<file path="src/rtl/ibfs_pkg.sv">
// shared types and constants for the icp burst frame serializer
package ibfs_pkg;

  localparam int unsigned ADDR_W     = 16;
  localparam int unsigned FLAT_W     = 17;
  localparam int unsigned HDR_BITS   = 24;
  localparam int unsigned BYTE_BITS  = 8;
  localparam int unsigned SLOT_IDX_W = 6;
  localparam int unsigned PADDR_W    = 3;

  localparam logic [7:0] CMD_PROG_MAIN = 8'h21;
  localparam logic [7:0] CMD_PROG_BOOT = 8'h61;
  localparam logic [7:0] CMD_READ_MAIN = 8'h00;
  localparam logic [7:0] CMD_READ_BOOT = 8'h40;

  // register select is paddr[2]
  localparam logic REG_TRANSFER_MODE = 1'b0;

  localparam logic MODE_PROGRAM = 1'b0;
  localparam logic MODE_READ    = 1'b1;

  // slot positions inside a frame
  localparam logic [SLOT_IDX_W-1:0] IDX_FIRST_HDR  = 6'd0;
  localparam logic [SLOT_IDX_W-1:0] IDX_FIRST_DATA = 6'd24;
  localparam logic [SLOT_IDX_W-1:0] IDX_LAST_DATA  = 6'd31;
  localparam logic [SLOT_IDX_W-1:0] IDX_ACK        = 6'd32;

  typedef enum logic [1:0] {
    KIND_HEADER = 2'd0,
    KIND_DATA   = 2'd1,
    KIND_ACK    = 2'd2
  } slot_kind_t;

  typedef enum logic [1:0] {
    PAUSE_NONE  = 2'd0,
    PAUSE_SHORT = 2'd1,
    PAUSE_LONG  = 2'd2
  } pause_t;

  typedef struct packed {
    logic              restart;
    logic [FLAT_W-1:0] flat_address;
    logic [7:0]        write_byte;
    logic              final_byte;
  } item_t;

  typedef struct packed {
    logic       drive_line;
    logic       data_bit;
    logic [1:0] slot_kind;
    logic [1:0] pause_after;
    logic       last;
  } slot_t;

  typedef struct packed {
    logic                has_hdr;
    logic [HDR_BITS-1:0] hdr;
    logic [7:0]          data;
    logic                reading;
    logic                ack;
  } frame_t;

endpackage

</file>
<file path="src/rtl/icp_burst_frame_serializer_top.sv">
// top level of the icp burst frame serializer
//
//  channel  | direction | handshake               | payload
//  ---------+-----------+-------------------------+----------------------
//  item     | in        | item_valid / item_ready | ibfs_pkg::item_t
//  slot     | out       | slot_valid / slot_ready | ibfs_pkg::slot_t
//  apb      | in        | psel, penable, pready   | transfer_mode at 0x0
//
// one slot a cycle unless slot_ready stalls it: 33 slots per byte that opens a burst, 9 for the rest
// the next byte is taken in the cycle its predecessor's ack slot is issued
// the slot counter of the serializer sets the rate
// a slot stalled on slot_ready holds the serializer; nothing is dropped
// synchronous reset clears the mode, address, region, burst position and valids
module icp_burst_frame_serializer_top #(
  parameter int unsigned BURST_BYTES = 32
) (
  input  logic                          clk,
  input  logic                          rst,
  input  logic                          item_valid,
  output logic                          item_ready,
  input  ibfs_pkg::item_t               item,
  output logic                          slot_valid,
  input  logic                          slot_ready,
  output ibfs_pkg::slot_t               slot,
  input  logic                          psel,
  input  logic                          penable,
  input  logic                          pwrite,
  input  logic [ibfs_pkg::PADDR_W-1:0]  paddr,
  input  logic [31:0]                   pwdata,
  output logic [31:0]                   prdata,
  output logic                          pready
);

  logic             transfer_mode;
  logic             take;
  ibfs_pkg::frame_t frame;

  assign pready = 1'b1;

  always_ff @(posedge clk) begin
    if (rst) begin
      transfer_mode <= ibfs_pkg::MODE_PROGRAM;
    end else if (psel && penable && pwrite && pready &&
                 paddr[2] == ibfs_pkg::REG_TRANSFER_MODE) begin
      transfer_mode <= pwdata[0];
    end
  end

  assign prdata = (paddr[2] == ibfs_pkg::REG_TRANSFER_MODE) ? {31'b0, transfer_mode} : 32'b0;

  ibfs_frame #(
    .BURST_BYTES (BURST_BYTES)
  ) u_frame (
    .clk           (clk),
    .rst           (rst),
    .take          (take),
    .item          (item),
    .transfer_mode (transfer_mode),
    .frame         (frame)
  );

  ibfs_shift u_shift (
    .clk        (clk),
    .rst        (rst),
    .item_valid (item_valid),
    .item_ready (item_ready),
    .take       (take),
    .frame_in   (frame),
    .slot_valid (slot_valid),
    .slot_ready (slot_ready),
    .slot       (slot)
  );

endmodule

</file>
<file path="src/rtl/ibfs_frame.sv">
// frame builder: burst state, command and header packing for one byte
module ibfs_frame #(
  parameter int unsigned BURST_BYTES = 32
) (
  input  logic              clk,
  input  logic              rst,
  input  logic              take,
  input  ibfs_pkg::item_t   item,
  input  logic              transfer_mode,
  output ibfs_pkg::frame_t  frame
);

  localparam int unsigned POS_W = (BURST_BYTES > 1) ? $clog2(BURST_BYTES) : 1;
  localparam logic [POS_W-1:0] POS_LAST = POS_W'(BURST_BYTES - 1);

  logic [ibfs_pkg::ADDR_W-1:0] next_address;
  logic                        boot_region;
  logic [POS_W-1:0]            burst_position;

  logic [ibfs_pkg::ADDR_W-1:0] addr;
  logic                        boot;
  logic [POS_W-1:0]            pos;
  logic [7:0]                  cmd;
  logic                        ack;

  always_comb begin
    addr = item.restart ? item.flat_address[ibfs_pkg::ADDR_W-1:0] : next_address;
    boot = item.restart ? item.flat_address[ibfs_pkg::FLAT_W-1] : boot_region;
    pos  = item.restart ? '0 : burst_position;
    if (transfer_mode == ibfs_pkg::MODE_READ) begin
      cmd = boot ? ibfs_pkg::CMD_READ_BOOT : ibfs_pkg::CMD_READ_MAIN;
    end else begin
      cmd = boot ? ibfs_pkg::CMD_PROG_BOOT : ibfs_pkg::CMD_PROG_MAIN;
    end
    ack = (pos == POS_LAST) || item.final_byte;

    frame.has_hdr = (pos == '0);
    frame.hdr     = {cmd[7:6], addr[15:10], addr[9:2], addr[1:0], cmd[5:0]};
    frame.data    = item.write_byte;
    frame.reading = (transfer_mode == ibfs_pkg::MODE_READ);
    frame.ack     = ack;
  end

  always_ff @(posedge clk) begin
    if (rst) begin
      next_address   <= '0;
      boot_region    <= 1'b0;
      burst_position <= '0;
    end else if (take) begin
      next_address   <= addr + ibfs_pkg::ADDR_W'(1);
      boot_region    <= boot;
      burst_position <= ack ? '0 : pos + POS_W'(1);
    end
  end

endmodule

</file>
<file path="src/rtl/ibfs_shift.sv">
// slot serializer: holds one frame and puts out one registered slot a cycle unless slot_ready stalls it
module ibfs_shift (
  input  logic              clk,
  input  logic              rst,
  input  logic              item_valid,
  output logic              item_ready,
  output logic              take,
  input  ibfs_pkg::frame_t  frame_in,
  output logic              slot_valid,
  input  logic              slot_ready,
  output ibfs_pkg::slot_t   slot
);

  ibfs_pkg::frame_t                frame;
  logic                            frame_valid;
  logic [ibfs_pkg::SLOT_IDX_W-1:0] idx;

  logic                            step;
  logic                            frame_done;
  logic [4:0]                      hdr_sel;
  logic [2:0]                      data_sel;
  ibfs_pkg::slot_t                 slot_next;

  assign step       = frame_valid && (!slot_valid || slot_ready);
  assign frame_done = step && (idx == ibfs_pkg::IDX_ACK);
  assign item_ready = !frame_valid || frame_done;
  assign take       = item_valid && item_ready;

  assign hdr_sel  = 5'(ibfs_pkg::HDR_BITS - 1) - idx[4:0];
  assign data_sel = 3'(ibfs_pkg::IDX_LAST_DATA - idx);

  always_comb begin
    slot_next = '0;
    if (idx == ibfs_pkg::IDX_ACK) begin
      slot_next.drive_line  = 1'b1;
      slot_next.data_bit    = frame.ack;
      slot_next.slot_kind   = ibfs_pkg::KIND_ACK;
      slot_next.pause_after = frame.ack ? ibfs_pkg::PAUSE_LONG : ibfs_pkg::PAUSE_NONE;
      slot_next.last        = 1'b1;
    end else if (idx >= ibfs_pkg::IDX_FIRST_DATA) begin
      slot_next.drive_line  = !frame.reading;
      slot_next.data_bit    = !frame.reading && frame.data[data_sel];
      slot_next.slot_kind   = ibfs_pkg::KIND_DATA;
      slot_next.pause_after = (idx == ibfs_pkg::IDX_LAST_DATA && !frame.reading)
                              ? ibfs_pkg::PAUSE_SHORT : ibfs_pkg::PAUSE_NONE;
    end else begin
      slot_next.drive_line  = 1'b1;
      slot_next.data_bit    = frame.hdr[hdr_sel];
      slot_next.slot_kind   = ibfs_pkg::KIND_HEADER;
      slot_next.pause_after = ibfs_pkg::PAUSE_NONE;
    end
  end

  always_ff @(posedge clk) begin
    if (rst) begin
      frame_valid <= 1'b0;
      slot_valid  <= 1'b0;
      idx         <= ibfs_pkg::IDX_FIRST_HDR;
    end else begin
      if (take) begin
        frame_valid <= 1'b1;
        idx <= frame_in.has_hdr ? ibfs_pkg::IDX_FIRST_HDR : ibfs_pkg::IDX_FIRST_DATA;
      end else if (frame_done) begin
        frame_valid <= 1'b0;
      end else if (step) begin
        idx <= idx + ibfs_pkg::SLOT_IDX_W'(1);
      end
      if (step) begin
        slot_valid <= 1'b1;
      end else if (slot_ready) begin
        slot_valid <= 1'b0;
      end
    end
  end

  always_ff @(posedge clk) begin
    if (take) begin
      frame <= frame_in;
    end
    if (step) begin
      slot <= slot_next;
    end
  end

endmodule

</file>
<file path="config.mk">
export PLATFORM = sky130hd
export DESIGN_NAME = icp_burst_frame_serializer_top
export DESIGN_NICKNAME = d
export VERILOG_FILES = /design/src/rtl/ibfs_pkg.sv /design/src/rtl/icp_burst_frame_serializer_top.sv /design/src/rtl/ibfs_frame.sv /design/src/rtl/ibfs_shift.sv
export SDC_FILE = /design/constraint.sdc
export NUM_CORES = 1
export LEC_CHECK = 0
export BUFFER_PORTS_ARGS = -buffer_cell sky130_fd_sc_hd__buf_4
export CAP_MARGIN = 15
export CORE_MARGIN = 10
export CORE_UTILIZATION = 47
export DETAILED_ROUTE_END_ITERATION = 6
export GPL_TIMING_DRIVEN = 0
export PLACE_DENSITY = 0.8
export SKIP_LAST_GASP = 1
export SLEW_MARGIN = 25
export SYNTH_ARGS = -nofsm -noshare
export SYNTH_HDL_FRONTEND = slang
export SYNTH_SLANG_ARGS = --single-unit
</file>
<file path="constraint.sdc">
create_clock -name clk -period 2.7 [get_ports clk]
set_input_delay 0 -clock clk [delete_from_list [all_inputs] [get_ports clk]]
set_output_delay 0 -clock clk [all_outputs]
set_load 0.02 [all_outputs]
</file>
==> qor.txt <==
Die width - 109 um
Fmax achieved - 0.405 GHz
Seq cells post-synth - 66
Post-synth top cells - 35 x edfxtp_1, 34 x buf_4, 31 x dfxtp_1, 31 x nand2_1, 24 x a21oi_1
Internal Power - 1730 uW
NetSw - 589 uW
Worst hold start - item[10]
Area Growth Syn to Fin - 24.5%
CTS tree - yes
Worst Hold Depth - 2
CTS root buffer - clkbuf_8
Reg2reg path depth - 9
Vias in the first global route - 2936
Adder-cell share of the synthesized area - 2.37%
Reg-to-reg endpoint - u_frame.next_address[9]
Syn avg cell area - 10.2 sq um
Die Height - 109 um
Largest net degree at the start of global routing - 33
Drt drc - 0
Layout cells sized above 1 - 26.5%
Global Route Usage Sum - 14.8%
Post-synth EDFFs - 35
Placed instance area - 4280 sq um
TritonRoute pass-1 iters - 5
Clock Power Share - 35.1%
Synth warn - 0
Final setup violation count - 0
Final ANT Viol Nets - 0
Fin crit share - 91.5%
Final wirelength - 8.66 mm
Core box area - 7690 sq um
Status - complete, no violations
Clk_skew - 0.00868 ns
Clk_lat worst skew - 0.34 ns
Final Hold Slack - 0.0169 ns
Slew @ Worst Pin - 0.564 ns
Crit Reg-Reg Startpoint - u_shift.idx[1]
Clock Sinks - 66
Via count - 2955
Worst Setup Path Type - reg2reg
Mapped Area - 3690 sq um
Cells after synthesis - 361
IO buf count - 43
Worst VDD drop - 0.275 mV
CTS buffer count - 9
Filler Cell Count - 647
Sequential Power Share - 49.1%
Global placement routability congestion - 0.952
Netlist cell types - 58
RSZ-0062 raised after global routing - no
Slew HR - 62.4%
Global-route wire length before repair - 14.1 mm
Cell Pwr Density - 504 nW/um^2
Final instance area - 4600 sq um
Dpl cells - 537
Vias per cell - 5.22
Total power - 2320 uW
Initial Util - 48.0%
Worst-path clk slew - 0.07 ns
Hold path endpoint - u_shift.frame[17]
Post-synthesis simple-gate area fraction - 19.4%
Worst setup margin - 0.230 ns
Data required, critical path - 2.97 ns
H-tree levels - 3
Post-CTS Setup Repair Bufs - 0
Sequential element share of the synthesized area - 45.3%
Synth top area cells - edfxtp_1 28%, dfxtp_1 17%, buf_4 6.9%
DP Worst Slack - 0.208 ns
Crit. End Element - flip-flop
Clock Path Buffers - 2
P_leak - 0.00194 uW
Asr flop ratio synth - 0%
Initial antenna violation count - 0
Mux cell area share after synthesis - 9.22%
Switching part of the total - 25.4%
Cell Count, Final, Fillers Out - 566
Worst Hold Class - in2reg
Die area - 11800 sq um
# IOs - 111
Final hold vios - 0
Synth Area in Compound Gates - 11.4%
Antenna diodes - 0
Hpwl dp - 6.45 mm
Worst Path Max Fanout - 10
Ys flop type - edfxtp_1
Yosys top cell area share - 28.5%
Net count, final - 535
Rows - 32
Largest area contributor in the netlist - edfxtp_1
Grt ovf - 0
Fin. max-slew vios - 0
Main combinational cell family by area after synthesis - simple AND/OR/NAND/NOR gates
Flop-to-flop setup slack - 0.23 ns
Count leader, synth - edfxtp_1
Crit path arrival time - 2.74 ns
Post-Synth XOR/XNOR Area - 1.66%
Maxcap violations - 0
DR WL/cell - 15.3 um
Drt first-iter violations - 161
Combinational share of power - 15.8%
Min Tclk post-route - 2.47 ns
Crit start category - flip-flop
sequential cells by signal, summed over array words and instances (netlist names):
signal / cells
u_frame.boot_region: 1
transfer_mode: 1
u_shift.idx: 6
u_shift.frame_valid: 1
u_frame.burst_position: 5
u_shift.slot: 7
u_shift.slot_valid: 1
u_shift.frame: 28
u_frame.next_address: 16
per-layer routing:
| layer | up-vias | share of wire, % | GRT usage, % |
|---|---|---|---|
| met5 | - | 0 | 0 |
| met4 | 0 | 1.5 | 5.46 |
| met3 | 16 | 8.6 | 4.31 |
| met2 | 144 | 49 | 24.9 |
| met1 | 1348 | 41 | 17.6 |
| li1 | 1447 | - | - |
cell usage in the layout (no fill, tap or decap), types with 7 or more instances in the layout:
cell type      instances
buf_4                 77
edfxtp_1              35
conb_1                32
nand2_1               31
dfxtp_1               31
a21oi_1               24
nor2_1                19
inv_1                 14
mux2_2                13
nand3_1               13
dlygate4sd3_1         13
clkbuf_1              10
o21ai_0               10
clkbuf_8              10
mux2i_1                9
nor3_1                 9
ha_1                   7
worst max-delay path by stage:
stage,from,end,slack [ns],depth (start not counted)
after floorplan,u_shift.idx[1],u_shift.frame[0],0.09,7
after global placement,u_shift.idx[1],u_shift.frame[9],-0.43,7
after detailed placement,u_shift.idx[1],u_frame.next_address[0],0.21,9
after CTS,u_shift.idx[1],u_frame.next_address[0],0.19,9
after global routing,u_shift.idx[1],u_frame.next_address[5],0.01,9
final,u_shift.idx[1],u_frame.next_address[9],0.23,9
area by class of cell:
| cell class | count | area, sq um | area share (%) |
|---|---|---|---|
| inverters | 15 | 56.3 | 1.22 |
| clock inverters | 3 | 40.0 | 0.871 |
| multi-input cells | 260 | 1750 | 38.0 |
| flip-flops and latches | 66 | 1670 | 36.4 |
| clock buffers | 13 | 149 | 3.24 |
| repair buffers | 57 | 473 | 10.3 |
| well taps | 102 | 128 | 2.78 |
| plain buffers | 50 | 334 | 7.27 |
power by group through the flow:
stage	clock network [uW]	registers [uW]	logic [uW]
after floorplan	0	1160	235
final	813	1140	366
after CTS	826	1140	360
after detailed placement	0	1160	342
after global placement	0	1160	332
after global routing	866	1140	398
stage by stage:
step	setup TNS (ns)	util, %
after detailed placement	0	55.6
after global routing	0	59.8
after global placement	-15.14	55.3
after floorplan	0	-
after CTS	0	59.8
final	0	59.8
logic make-up after synthesis:
group / count (synthesis)
adders and majority gates: 7
xor gates and xnor gates: 7
and+or+nand+nor: 126
other: 2
AOI/OAI and AO/OA: 61
DFF: 66
buffers and inverters: 65
muxes: 27
worst max-delay path, stage by stage (launching register included):
cell,delay [ns]
dfxtp_1,0.44
clkbuf_4,0.28
inv_1,0.09
ha_1,0.21
and4bb_1,0.25
a31oi_4,0.32
buf_2,0.29
buf_2,0.29
nand2_1,0.09
a21oi_1,0.13
what timing repair did:
action / 4_1_cts / 5_1_grt
resized for setup: 0 / 1
endpoints found under the hold margin: 15 / 0
setup endpoints to repair: 0 / 5
hold buffers: 13 / 0
(Power assumes the default switching activity.)
